**config.mk**
```make
export PLATFORM = sky130hd
export DESIGN_NAME = mpe_accum
export DESIGN_NICKNAME = d
export VERILOG_FILES = /design/src/rtl/mpe_pkg.sv /design/src/rtl/mpe_accum.sv
export SDC_FILE = /design/constraint.sdc
export NUM_CORES = 1
export LEC_CHECK = 0
export BUFFER_PORTS_ARGS = -buffer_cell sky130_fd_sc_hd__buf_2
export CORE_MARGIN = 2
export CORE_UTILIZATION = 45
export DETAILED_ROUTE_END_ITERATION = 10
export MAX_ROUTING_LAYER = met4
export PLACE_DENSITY_LB_ADDON = 0.08
export SLEW_MARGIN = 0
export SYNTH_ARGS = -nofsm -noshare
export SYNTH_HDL_FRONTEND = slang
export SYNTH_SLANG_ARGS = --single-unit
export TNS_END_PERCENT = 10
```
**constraint.sdc**
```tcl
create_clock -name clk -period 3.75 [get_ports clk]
set_clock_uncertainty 0.2 [all_clocks]
set_input_delay 0 -clock clk [delete_from_list [all_inputs] [get_ports clk]]
set_output_delay 0 -clock clk [all_outputs]
set_load 0.02 [all_outputs]
```
**src/rtl/mpe_pkg.sv**
```systemverilog
// ----------------------------------------------------------------------------
// Masked Potts energy: shared package
// Sizes, payload types and accumulator limits used across the energy pipeline.
// ----------------------------------------------------------------------------
`default_nettype none

package mpe_pkg;

  // Lattice limits.
  localparam int MAX_LABELS = 8;
  localparam int MAX_COLS   = 1024;

  // Field widths fixed by the interface.
  localparam int CELL_W = 4;   // label field
  localparam int TIDX_W = 3;   // table row and column fields
  localparam int LEN_W  = 11;  // row length register
  localparam int VAL_W  = 16;  // Q7.8 table value
  localparam int ACC_W  = 32;  // Q23.8 energy

  // Derived widths.
  localparam int LIDX_W     = (MAX_LABELS > 1) ? $clog2(MAX_LABELS) : 1;
  localparam int COL_W      = $clog2(MAX_COLS);
  localparam int CNT_W      = $clog2(MAX_COLS + 1);
  localparam int PAIR_AW    = 2 * LIDX_W;
  localparam int PAIR_DEPTH = 1 << PAIR_AW;
  localparam int PSUM_W     = VAL_W + 2;  // sum of three table values

  // Accumulator limits.
  localparam logic signed [ACC_W-1:0] ACC_MAX = {1'b0, {(ACC_W-1){1'b1}}};
  localparam logic signed [ACC_W-1:0] ACC_MIN = {1'b1, {(ACC_W-1){1'b0}}};

  // Item kinds on the input channel; the fourth code is ignored.
  typedef enum logic [1:0] {
    MODE_PAIR  = 2'd0,
    MODE_FIELD = 2'd1,
    MODE_PIXEL = 2'd2
  } mode_t;

  typedef logic [CELL_W-1:0] cell_t;

  // A pixel after position tracking, waiting for its upper neighbour.
  typedef struct packed {
    cell_t cur;
    cell_t left;
    logic  has_left;
    logic  has_up;
    logic  fend;
  } pix_t;

  // Energy terms of one pixel, prepared for the accumulator.
  // p1..p3 are running sums of the left, upper and field terms; hi and lo
  // are the values the accumulator ends on when it clips at the given step.
  typedef struct packed {
    logic signed [PSUM_W-1:0] p1;
    logic signed [PSUM_W-1:0] p2;
    logic signed [PSUM_W-1:0] p3;
    logic signed [ACC_W-1:0]  hi1;
    logic signed [ACC_W-1:0]  lo1;
    logic signed [ACC_W-1:0]  hi2;
    logic signed [ACC_W-1:0]  lo2;
    logic                     fend;
  } terms_t;

endpackage

`default_nettype wire

```
**src/rtl/mpe_accum.sv**
```systemverilog
// ----------------------------------------------------------------------------
// Masked Potts energy: saturating accumulator and result register
// Adds one pixel's terms per cycle unless the pipeline holds, clipping at every
// step, and hands the frame energy to the output channel on the frame's last pixel.
// ----------------------------------------------------------------------------
`default_nettype none

module mpe_accum (
  input  wire logic                      clk,
  input  wire logic                      rst_n,
  input  wire logic                      s3_valid,
  input  wire mpe_pkg::terms_t           s3_terms,
  output logic                           adv,
  output logic                           out_valid,
  input  wire logic                      out_ready,
  output logic signed [mpe_pkg::ACC_W-1:0] out_energy,
  output logic                           out_saturated
);

  localparam int ACC_W  = mpe_pkg::ACC_W;
  localparam int PSUM_W = mpe_pkg::PSUM_W;
  localparam int EXT_W  = ACC_W + 1;

  function automatic logic signed [EXT_W-1:0] sext_ext(input logic signed [PSUM_W-1:0] v);
    return {{(EXT_W-PSUM_W){v[PSUM_W-1]}}, v};
  endfunction

  function automatic logic over_hi(input logic [EXT_W-1:0] s);
    return !s[EXT_W-1] && s[EXT_W-2];
  endfunction

  function automatic logic over_lo(input logic [EXT_W-1:0] s);
    return s[EXT_W-1] && !s[EXT_W-2];
  endfunction

  logic signed [ACC_W-1:0] acc_r;
  logic signed [ACC_W-1:0] acc_nxt;
  logic                    sat_r;
  logic                    sat_nxt;
  logic                    out_valid_r;
  logic signed [ACC_W-1:0] energy_r;
  logic                    out_sat_r;
  logic                    fire;
  logic signed [EXT_W-1:0] a_ext;
  logic signed [EXT_W-1:0] sum1;
  logic signed [EXT_W-1:0] sum2;
  logic signed [EXT_W-1:0] sum3;
  logic signed [ACC_W-1:0] result;
  logic                    clip;

  // The pipeline holds only while a frame result waits on a full output.
  assign adv  = !(s3_valid && s3_terms.fend && out_valid_r && !out_ready);
  assign fire = s3_valid && adv;

  // The three partial sums in parallel; the first one out of range decides.
  assign a_ext = {acc_r[ACC_W-1], acc_r};
  assign sum1  = a_ext + sext_ext(s3_terms.p1);
  assign sum2  = a_ext + sext_ext(s3_terms.p2);
  assign sum3  = a_ext + sext_ext(s3_terms.p3);

  always_comb begin
    clip = 1'b1;
    priority if (over_hi(sum1)) begin
      result = s3_terms.hi1;
    end else if (over_lo(sum1)) begin
      result = s3_terms.lo1;
    end else if (over_hi(sum2)) begin
      result = s3_terms.hi2;
    end else if (over_lo(sum2)) begin
      result = s3_terms.lo2;
    end else if (over_hi(sum3)) begin
      result = mpe_pkg::ACC_MAX;
    end else if (over_lo(sum3)) begin
      result = mpe_pkg::ACC_MIN;
    end else begin
      result = sum3[ACC_W-1:0];
      clip   = 1'b0;
    end
  end

  // Accumulator restarts after the frame's last pixel.
  always_comb begin
    acc_nxt = acc_r;
    sat_nxt = sat_r;
    if (fire) begin
      if (s3_terms.fend) begin
        acc_nxt = '0;
        sat_nxt = 1'b0;
      end else begin
        acc_nxt = result;
        sat_nxt = sat_r || clip;
      end
    end
  end

  always_ff @(posedge clk) begin
    if (!rst_n) begin
      acc_r <= '0;
      sat_r <= 1'b0;
    end else begin
      acc_r <= acc_nxt;
      sat_r <= sat_nxt;
    end
  end

  // Result register on the output channel.
  always_ff @(posedge clk) begin
    if (!rst_n) begin
      out_valid_r <= 1'b0;
    end else if (fire && s3_terms.fend) begin
      out_valid_r <= 1'b1;
    end else if (out_ready) begin
      out_valid_r <= 1'b0;
    end
  end

  always_ff @(posedge clk) begin
    if (fire && s3_terms.fend) begin
      energy_r  <= result;
      out_sat_r <= sat_r || clip;
    end
  end

  assign out_valid     = out_valid_r;
  assign out_energy    = energy_r;
  assign out_saturated = out_sat_r;

endmodule

`default_nettype wire

```
==> results_dict.tcl <==
set metrics [dict create \
    period_share 1.10 \
    syn_area_mm2 0.00733 \
    crit_chain "ha_1 > a21oi_1 > o21ai_0 > or3_1 > o21ai_2 > o21bai_1 > a221oi_2 > o21bai_2 > xnor2_1 > ha_2 > buf_12 > nor2b_1 > and3_1 > mux2_4 > o221ai_2 > and3_4 > o31ai_2" \
    die_w_um 132 \
    vias 9587 \
    numCtsBuffers 9 \
    slowest_delay_ns 0.45 \
    grt_max_degree 34 \
    synth_edf_count 33 \
    rsz0062_at_grt "yes" \
    ys_top_cells_by_count "ha_1, o21ai_0, a21oi_1, nand2_1, nor2_1" \
    yosys.area.top_type "ha_1" \
    crit_fanout 6 \
    ys.flop_type "dfxtp_1" \
    crit_family "compound AO/OA/AOI/OAI gates" \
    critPathRequiredTime_ns 3.63 \
    yosysTopAreaCellShare 0.164 \
    h-tree-depth 3 \
    drv_slew 0 \
    synth_seq_cells 67 \
    die_y_um 132 \
    slowest_stage "dfxtp_1" \
    worstSetupPathType "flip-flop to flip-flop" \
    routed_wl_um 33500 \
    p_per_area_mw_per_mm2 480 \
    worstPathArrival_ns 4.01 \
    clock-root-buffer "clkbuf_16" \
    worstMarginPinSlew_ns 0.934 \
    rrSetupSlack_ns -0.37 \
    grt_overflow 0 \
    hp-class "input port to flip-flop" \
    hold_viol 1 \
    cts_tree "yes" \
    violations "negative hold slack, negative setup slack" \
    num_rows 46 \
    ant_nets 0 \
    placed_area_mm2 0.00983 \
    area_growth_pct 59.2 \
    yosysMostFrequentCell "ha_1" \
    final_cell_area_mm2 0.0117 \
    port_buffers 221 \
    post_drt_wl_per_cell_um 21.3 \
    seqPwrFrac 0.192 \
    intPower_uw 3240 \
    clkLatencyLatePin_ns 0.34 \
    cts_max_path_buffers 2 \
    ys_seq_area_frac 0.228 \
    initial_core_util 0.461 \
    p_clk_frac 0.180 \
    synth_cell_types 80 \
    gp_congestion 1.00 \
    syn_nets 1174 \
    slew_headroom 0.374 \
    critPathCaptureType "flip-flop" \
    grt_first_pass_wirelength_um 50400 \
    yosysWarnings 0 \
    path_clk_slew_ns 0.06 \
    synthesis.area_per_instance_um2 8.23 \
    setup_viol 58 \
    synth_area_leaders "ha_1, edfxtp_1, dfxtp_1, o21ai_0, a21oi_1" \
    grt.total_usage 0.382 \
    nets 1626 \
    die_area_mm2 0.0173 \
    antenna_found_initial 6 \
    core-area_mm2 0.0159 \
    power.leakage_uw 0.00530 \
    syn_inst 890 \
    cts.sinks 67 \
    worstSetupStartpointType "flip-flop" \
    fmax_mhz 243 \
    switching_share 0.421 \
    combinationalPowerShare 0.628 \
    io_pins 222 \
    vias_per_cell 6.11 \
    worst_slack_ns -0.373 \
    status "finished, violations left" \
    max-vdd-ir-drop_uv 282 \
    whs_ns -0.00562 \
    maxCapViolations 0 \
    drt_iter0_drc 1151 \
    drc 0 \
    crit_buf_inv 1 \
    place_hpwl_um 25200 \
    grt_pass1_vias 9221 \
    power_switching_uw 2360 \
    layout-drive-gt1-share 0.403 \
    drtPass1Iterations 6 \
    ys_async_sr_fraction 0 \
    period_minus_slack_ns 4.12 \
]
[tightest hold or removal path: cells and delay by family]
family	cells	cell delay, ns
compound gates	1	0.12
buf+inv	1	0.08
simple gates	2	0.23
[cells in the final DEF (no fill, tap or decap), types with 8 or more instances in the layout]
| cell | n |
|---|---|
| o31ai_2 | 10 |
| o31ai_1 | 10 |
| a21oi_2 | 11 |
| nand3_1 | 25 |
| nand2_1 | 84 |
| nand4_1 | 12 |
| o21ai_0 | 61 |
| edfxtp_1 | 33 |
| inv_1 | 19 |
| a211oi_2 | 11 |
| a21o_1 | 15 |
| buf_2 | 221 |
| dfxtp_1 | 27 |
| ha_1 | 89 |
| dlygate4sd3_1 | 88 |
| clkbuf_16 | 9 |
| a32oi_1 | 24 |
| buf_4 | 164 |
| o21ai_1 | 22 |
| xor2_1 | 14 |
| nor2_1 | 58 |
| a21oi_1 | 73 |
| o21ai_2 | 14 |
| o211ai_1 | 23 |
| a211oi_1 | 8 |
| mux2i_1 | 8 |
| and3_1 | 10 |
[power groups by stage]
stage | logic (uW) | registers (uW) | clock network [uW]
floorplan | 1560 | 1160 | 0
global placement | 2830 | 1080 | 0
detailed placement | 2850 | 1080 | 0
CTS | 3180 | 1070 | 1000
global route | 3740 | 1090 | 1030
finish | 3520 | 1080 | 1010
[kinds of logic (layout without fill, tap and decap cells)]
group	Yosys count	in the layout	share of synthesized area
AO/OA/AOI/OAI	372	372	0.339
AND/OR/NAND/NOR	253	253	0.167
adder cells (fa/ha/maj)	97	97	0.167
flip-flops	67	67	0.228
buffers and inverters	65	522	0.0531
XOR/XNOR	22	22	0.0263
multiplexers	14	14	0.0200
other	0	6	0
[repair_timing]
item,in CTS,in global routing
hold buffers,88,0
pin swaps,69,28
cloned,0,0
buffers inserted,3,8
endpoints found under the setup margin,62,66
endpoints found under the hold margin,66,0
gates resized for setup,90,45
[through the flow]
step	setup WS, ns	TNS [ns]	instances	total power, uW	util
floorplan	-0.0704	-0.574	890	2720	-
global placement	-0.481	-12.75	1448	3910	0.619
detailed placement	-0.493	-18.20	1448	3930	0.619
CTS	-0.261	-9.11	1555	5250	0.716
global route	-0.556	-22.42	1569	5860	0.734
finish	-0.373	-11.38	1569	5600	0.734
[worst paths after layout]
kind / start / to / depth (start not counted)
worst min-delay path: s3_terms[45] / out_energy[12] / 4
worst max-delay path: acc_r[24] / out_energy[29] / 17
worst min register to register: acc_r[19] / acc_r[19] / 2
worst max register to register: acc_r[24] / out_energy[29] / 17
[flip-flops by register name (all words and copies together) (netlist names)]
name and flops:
sat_r 1, acc_r 32, out_saturated 1, out_energy 32, out_valid 1
[cell type report]
type | count | area, um2
Antenna cell | 6 | 15.0
Inverter | 21 | 91.3
Clock inverter | 7 | 116
Fill cell | 1233 | 4220
Sequential cell | 67 | 1680
Timing Repair Buffer | 485 | 3410
Tap cell | 216 | 270
Clock buffer | 9 | 225
Multi-Input combinational cell | 758 | 5850
[routing by layer]
layer	GRT usage	wire, um	vias up
met5	-	0	-
met4	0.122	1230	0
met3	0.0806	3280	112
met2	0.588	14700	576
met1	0.503	14200	4499
li1	-	-	4400
No activity file was read; power rests on OpenSTA's default activity.
