==> config.mk <==
export PLATFORM = sky130hd
export DESIGN_NAME = mpe_front
export DESIGN_NICKNAME = d
export VERILOG_FILES = /design/src/rtl/mpe_pkg.sv /design/src/rtl/mpe_ram.sv /design/src/rtl/mpe_front.sv
export SDC_FILE = /design/constraint.sdc
export NUM_CORES = 2
export LEC_CHECK = 0
export BUFFER_PORTS_ARGS = -buffer_cell sky130_fd_sc_hd__clkbuf_2
export CAP_MARGIN = 10
export CORE_ASPECT_RATIO = 0.7
export CORE_UTILIZATION = 45
export CTS_BUF_LIST = sky130_fd_sc_hd__clkbuf_16
export DETAILED_ROUTE_END_ITERATION = 10
export HOLD_SLACK_MARGIN = 0.12
export SETUP_SLACK_MARGIN = 0.1
export SLEW_MARGIN = 20
export SYNTH_ARGS = -nofsm -noshare
export SYNTH_HDL_FRONTEND = slang
export SYNTH_SLANG_ARGS = --single-unit
==> constraint.sdc <==
create_clock -name clk -period 41.3 [get_ports clk]
set_input_delay 4.13 -clock clk [delete_from_list [all_inputs] [get_ports clk]]
set_output_delay 4.13 -clock clk [all_outputs]
set_load 0.05 [all_outputs]
==> src/rtl/mpe_pkg.sv <==
// ----------------------------------------------------------------------------
// Masked Potts energy: shared package
// Sizes, payload types and accumulator limits used across the energy pipeline.
// ----------------------------------------------------------------------------
`default_nettype none

package mpe_pkg;

  // Lattice limits.
  localparam int MAX_LABELS = 8;
  localparam int MAX_COLS   = 1024;

  // Field widths fixed by the interface.
  localparam int CELL_W = 4;   // label field
  localparam int TIDX_W = 3;   // table row and column fields
  localparam int LEN_W  = 11;  // row length register
  localparam int VAL_W  = 16;  // Q7.8 table value
  localparam int ACC_W  = 32;  // Q23.8 energy

  // Derived widths.
  localparam int LIDX_W     = (MAX_LABELS > 1) ? $clog2(MAX_LABELS) : 1;
  localparam int COL_W      = $clog2(MAX_COLS);
  localparam int CNT_W      = $clog2(MAX_COLS + 1);
  localparam int PAIR_AW    = 2 * LIDX_W;
  localparam int PAIR_DEPTH = 1 << PAIR_AW;
  localparam int PSUM_W     = VAL_W + 2;  // sum of three table values

  // Accumulator limits.
  localparam logic signed [ACC_W-1:0] ACC_MAX = {1'b0, {(ACC_W-1){1'b1}}};
  localparam logic signed [ACC_W-1:0] ACC_MIN = {1'b1, {(ACC_W-1){1'b0}}};

  // Item kinds on the input channel; the fourth code is ignored.
  typedef enum logic [1:0] {
    MODE_PAIR  = 2'd0,
    MODE_FIELD = 2'd1,
    MODE_PIXEL = 2'd2
  } mode_t;

  typedef logic [CELL_W-1:0] cell_t;

  // A pixel after position tracking, waiting for its upper neighbour.
  typedef struct packed {
    cell_t cur;
    cell_t left;
    logic  has_left;
    logic  has_up;
    logic  fend;
  } pix_t;

  // Energy terms of one pixel, prepared for the accumulator.
  // p1..p3 are running sums of the left, upper and field terms; hi and lo
  // are the values the accumulator ends on when it clips at the given step.
  typedef struct packed {
    logic signed [PSUM_W-1:0] p1;
    logic signed [PSUM_W-1:0] p2;
    logic signed [PSUM_W-1:0] p3;
    logic signed [ACC_W-1:0]  hi1;
    logic signed [ACC_W-1:0]  lo1;
    logic signed [ACC_W-1:0]  hi2;
    logic signed [ACC_W-1:0]  lo2;
    logic                     fend;
  } terms_t;

endpackage

`default_nettype wire

==> src/rtl/mpe_ram.sv <==
// ----------------------------------------------------------------------------
// Generic single-port-write RAM
// One write port and one read port with registered, read-first data.
// ----------------------------------------------------------------------------
`default_nettype none

module mpe_ram #(
  parameter int WIDTH = 16,
  parameter int DEPTH = 64
) (
  input  wire logic                     clk,
  input  wire logic                     we,
  input  wire logic [$clog2(DEPTH)-1:0] waddr,
  input  wire logic [WIDTH-1:0]         wdata,
  input  wire logic                     re,
  input  wire logic [$clog2(DEPTH)-1:0] raddr,
  output logic      [WIDTH-1:0]         rdata
);

  logic [WIDTH-1:0] mem_r [DEPTH];
  logic [WIDTH-1:0] rdata_r;

  // A read at the address being written returns the old contents.
  always_ff @(posedge clk) begin
    if (re) begin
      rdata_r <= mem_r[raddr];
    end
    if (we) begin
      mem_r[waddr] <= wdata;
    end
  end

  assign rdata = rdata_r;

endmodule

`default_nettype wire

==> src/rtl/mpe_front.sv <==
// ----------------------------------------------------------------------------
// Masked Potts energy: position tracker and line store
// Holds the row length, tracks the raster position, keeps the previous row
// of cells and clears the line store after reset.
// ----------------------------------------------------------------------------
`default_nettype none

module mpe_front (
  input  wire logic                       clk,
  input  wire logic                       rst_n,
  input  wire logic                       adv,
  input  wire logic                       cfg_valid,
  output logic                            cfg_ready,
  input  wire logic [mpe_pkg::LEN_W-1:0]  cfg_row_length,
  input  wire logic                       in_valid,
  output logic                            in_ready,
  input  wire logic [1:0]                 in_mode,
  input  wire logic [mpe_pkg::CELL_W-1:0] in_label,
  input  wire logic                       in_mask_in,
  input  wire logic                       in_frame_end,
  output logic                            s1_valid_r,
  output mpe_pkg::pix_t                   s1_pix_r,
  output mpe_pkg::cell_t                  up_cell
);

  localparam int COL_W  = mpe_pkg::COL_W;
  localparam int CNT_W  = mpe_pkg::CNT_W;
  localparam int CELL_W = mpe_pkg::CELL_W;
  localparam int LEN_W  = mpe_pkg::LEN_W;

  logic [LEN_W-1:0]  row_length_r;
  logic              clr_busy_r;
  logic [COL_W-1:0]  clr_addr_r;
  logic [COL_W-1:0]  col_r;
  logic [COL_W-1:0]  col_nxt;
  mpe_pkg::cell_t    left_r;
  mpe_pkg::cell_t    left_nxt;
  logic              first_row_r;
  logic              first_row_nxt;
  logic              pix_acc;
  logic              label_ok;
  mpe_pkg::cell_t    cur;
  logic [CNT_W-1:0]  len_eff;
  logic [CNT_W-1:0]  col_inc;
  logic              ls_we;
  logic [COL_W-1:0]  ls_waddr;
  mpe_pkg::cell_t    ls_wdata;

  // Configuration beats are always taken.
  assign cfg_ready = 1'b1;

  always_ff @(posedge clk) begin
    if (!rst_n) begin
      row_length_r <= LEN_W'(mpe_pkg::MAX_COLS);
    end else if (cfg_valid) begin
      row_length_r <= cfg_row_length;
    end
  end

  // Clearing pass over the line store, one entry per cycle after reset.
  always_ff @(posedge clk) begin
    if (!rst_n) begin
      clr_busy_r <= 1'b1;
      clr_addr_r <= '0;
    end else if (clr_busy_r) begin
      clr_addr_r <= clr_addr_r + COL_W'(1);
      if (clr_addr_r == COL_W'(mpe_pkg::MAX_COLS - 1)) begin
        clr_busy_r <= 1'b0;
      end
    end
  end

  assign in_ready = adv && !clr_busy_r;
  assign pix_acc  = in_valid && in_ready && (in_mode == mpe_pkg::MODE_PIXEL);

  // Effective label: zero unless the cell is masked in and in range.
  assign label_ok = (in_label != '0) && (32'(in_label) <= 32'(mpe_pkg::MAX_LABELS));
  assign cur      = (in_mask_in && label_ok) ? in_label : '0;

  // Row length clamped to one through the line store depth.
  always_comb begin
    priority if (row_length_r == '0) begin
      len_eff = CNT_W'(1);
    end else if (32'(row_length_r) > 32'(mpe_pkg::MAX_COLS)) begin
      len_eff = CNT_W'(mpe_pkg::MAX_COLS);
    end else begin
      len_eff = CNT_W'(row_length_r);
    end
  end

  assign col_inc = CNT_W'(col_r) + CNT_W'(1);

  // Raster position update for an accepted pixel.
  always_comb begin
    col_nxt       = col_r;
    left_nxt      = left_r;
    first_row_nxt = first_row_r;
    if (pix_acc) begin
      left_nxt = cur;
      if (col_inc >= len_eff) begin
        col_nxt       = '0;
        first_row_nxt = 1'b0;
      end else begin
        col_nxt = col_inc[COL_W-1:0];
      end
      if (in_frame_end) begin
        col_nxt       = '0;
        left_nxt      = '0;
        first_row_nxt = 1'b1;
      end
    end
  end

  always_ff @(posedge clk) begin
    if (!rst_n) begin
      col_r       <= '0;
      left_r      <= '0;
      first_row_r <= 1'b1;
    end else begin
      col_r       <= col_nxt;
      left_r      <= left_nxt;
      first_row_r <= first_row_nxt;
    end
  end

  // Line store: the pixel reads its column and writes its own cell back.
  assign ls_we    = clr_busy_r || pix_acc;
  assign ls_waddr = clr_busy_r ? clr_addr_r : col_r;
  assign ls_wdata = clr_busy_r ? '0 : cur;

  mpe_ram #(
    .WIDTH (CELL_W),
    .DEPTH (mpe_pkg::MAX_COLS)
  ) u_line_store (
    .clk   (clk),
    .we    (ls_we),
    .waddr (ls_waddr),
    .wdata (ls_wdata),
    .re    (pix_acc),
    .raddr (col_r),
    .rdata (up_cell)
  );

  // Pixel register feeding the table lookup.
  always_ff @(posedge clk) begin
    if (!rst_n) begin
      s1_valid_r <= 1'b0;
    end else if (adv) begin
      s1_valid_r <= pix_acc;
    end
  end

  always_ff @(posedge clk) begin
    if (pix_acc) begin
      s1_pix_r.cur      <= cur;
      s1_pix_r.left     <= left_r;
      s1_pix_r.has_left <= (col_r != '0);
      s1_pix_r.has_up   <= !first_row_r;
      s1_pix_r.fend     <= in_frame_end;
    end
  end

endmodule

`default_nettype wire

==> qor.yml <==
drt:
  ant_nets: 0
  vias_per_cell: 6.33
  first_pass_iters: 6
  avgRoutedWirePerCell_um: 35.0
  wl_mm: 465
  drt_iter0_drc: 12947
  num_vias: 84053
  drcViolationCount: 0
setup_path:
  r2r_slack_ns: 34.30
  path_max_fanout: 2
  critPathLaunchType: "primary input"
  required_ns: 37.17
  cp.arrival_ns: 4.71
  crit_path_end_kind: "output port"
  setup.worst_path.class: "primary input to output port"
timing:
  fin_worst_skew_ns: 0.0429
  clock.fmax_mhz: 113
  finalCritPeriodShare: 0.214
  slew_viol_final: 0
  tightest_slew_ns: 1.25
  grt_setup_unrepaired: "false"
  worst_slack_ns: 32.46
  finalSetupViolations: 0
  fin_setup_tns_ns: 0
  fin_crit_ns: 8.84
  relSlewSlack: 0.170
  hold_viol_final: 0
clocking:
  cts_tree: "yes"
  cts_resized: 0
  clkTransAtPathRegs_ns: 0.06
  htreeDepth: 5
  root_buffer: "clkbuf_16"
  clk_path_buf_depth: 4
  numClockSinks: 4149
  postCtsHoldBufs: 0
  cts_buffers: 382
  post-cts-setup-buffers: 0
  clk_latency_ns: 0.94
pwr:
  p_sw_frac: 0.197
  p_clk_frac: 0.440
  ir_drop_v: 0.0000453
  power.switching_uw: 1610
  powerDensity_mw_per_mm2: 44.9
  pwr-share-comb: 0.005
  power.internal_uw: 6590
  p_total_uw: 8200
  seqPwrFrac: 0.556
  power.static_leakage_uw: 0.0632
logic_synthesis:
  synth_seq_cells: 4149
  synth_top_area_frac: 0.751
  ys.flop_type: "edfxtp_1"
  synth_area_mm2: 0.164
  synth_enable_flop_cells: 4111
  synth_fp_nets: 8028
  synth.distinct_cells: 71
  ys_warn_count: 0
  synthArstFlopShare: 0
  synth_largest_area_cell: "edfxtp_1"
  syn_area_per_cell_um2: 20.6
  yosys-top-cells-area: "edfxtp_1 (75%), mux4_2 (16%), nor2_1 (2.5%)"
  ys_seq_area_frac: 0.756
  syn_inst: 7990
global_routing:
  groute.usage.overall: 0.251
  antenna_found_initial: 49
  grt_pass1_vias: 81615
  grt_pass1_wl_mm: 651
  grt_max_degree: 234
  grt-ovfl-total: 0
place:
  place_ws_ns: 32.34
  dpl.cell_count: 12573
  gp_congestion: 0.866
  hpwl_mm: 272
  port_buffers: 40
status:
  status: "finished, final reports clean"
die:
  start_util: 0.452
  fp-row-count: 185
  dieArea_mm2: 0.368
  coreArea_mm2: 0.363
  die_w_um: 724
  ioPinCount: 42
  fp.dieH_um: 508
job:
  cap_violations: 0
min_path:
  hold_path.class: "register to register"
layout:
  final_nets: 8134
  layoutNonFillerInstCount: 13271
  area_growth_pct: 11.1
  drive_gt1_frac: 0.250
## worst max-delay path: stages
cell and delay (ns):
clkbuf_2 0.09, nor2b_1 0.18, clkbuf_2 0.31
## per-layer routing
metal / routed length [um] / up-vias / GRT usage
met4: 15400 / 12 / 0.0778
met5: 83 / - / 0
met3: 57500 / 730 / 0.0677
met2: 201000 / 5442 / 0.355
li1: - / 33010 / -
met1: 190000 / 44859 / 0.381
## flip-flops by register name (all words and copies together), names as in the netlist
signal / flops
s1_pix_r: 11
col_r: 10
row_length_r: 11
left_r: 4
u_line_store.rdata: 4
clr_addr_r: 10
first_row_r: 1
clr_busy_r: 1
s1_valid_r: 1
u_line_store.mem_r: 4096
## cell usage in the layout (no fill, tap or decap), drive strengths merged, types with 20 or more instances in the layout
| master | n |
|---|---|
| inv | 79 |
| nor3 | 52 |
| clkinvlp | 22 |
| a22oi | 53 |
| nor2 | 1093 |
| buf | 244 |
| o221ai | 20 |
| clkbuf | 427 |
| edfxtp | 4111 |
| nand3 | 52 |
| a21oi | 74 |
| o22ai | 26 |
| o211ai | 24 |
| clkinv | 164 |
| o21ai | 38 |
| mux2i | 175 |
| mux4 | 1162 |
| nand2 | 223 |
| bufinv | 51 |
| dfxtp | 38 |
## through the flow
stage	instance area (um^2)	hold slack, ns	util
floorplan	164000	0.409	-
global placement	170000	0.417	0.468
detailed placement	170000	0.424	0.468
CTS	182000	0.439	0.502
global route	182000	0.459	0.502
finish	183000	0.440	0.503
## path summary, 6_finish.rpt
check	start	endpoint	depth (start not counted)
worst min-delay path	left_r[3]	s1_pix_r[6]	0
worst max-delay path	adv	in_ready	3
worst max register to register	col_r[0]	u_line_store.rdata[2]	12
worst min register to register	left_r[3]	s1_pix_r[6]	0
## power by group through the flow
stage / sequential [uW] / combinational [uW] / clock, uW
final: 4560 / 37.9 / 3610
after global routing: 4550 / 38.0 / 3780
after CTS: 4560 / 37.0 / 3640
after detailed placement: 4650 / 36.9 / 0
after global placement: 4650 / 36.8 / 0
after floorplan: 4650 / 13.1 / 0
## cell type report
class / instances / area [um^2]
Fill cell: 28661 / 181000
Sequential cell: 4149 / 124000
Multi-Input combinational cell: 3257 / 37300
Clock buffer: 387 / 9680
Tap cell: 4862 / 6080
Clock inverter: 294 / 2850
Timing Repair Buffer: 284 / 2200
Inverter: 22 / 104
Antenna cell: 16 / 40.0
## logic make-up (layout without fill, tap and decap cells)
| kind of cell | after synthesis | after routing | synth area share |
|---|---|---|---|
| fa+ha+maj | 14 | 14 | 0.00107 |
| simple gates | 1511 | 1511 | 0.0368 |
| flops | 4149 | 4149 | 0.756 |
| compound gates | 359 | 359 | 0.0151 |
| buf+inv | 584 | 987 | 0.0188 |
| mux | 1355 | 1355 | 0.171 |
| other cells | 1 | 17 | 0.0000228 |
| xor+xnor | 17 | 17 | 0.000906 |
## cells in the mapped netlist (15+ instances only)
cell / count
a211oi_1: 15
a21oi_1: 74
a22oi_1: 53
a31oi_1: 19
buf_1: 34
buf_2: 138
buf_4: 56
buf_6: 55
clkbuf_1: 272
dfxtp_1: 38
edfxtp_1: 4111
mux2_2: 18
mux2i_1: 175
mux4_2: 1162
nand2_1: 223
nand3_1: 52
nor2_1: 1093
nor3_1: 52
o211ai_1: 24
o21ai_0: 35
o221ai_1: 20
o22ai_1: 26
Note: power is estimated with default switching activity, not from simulation.
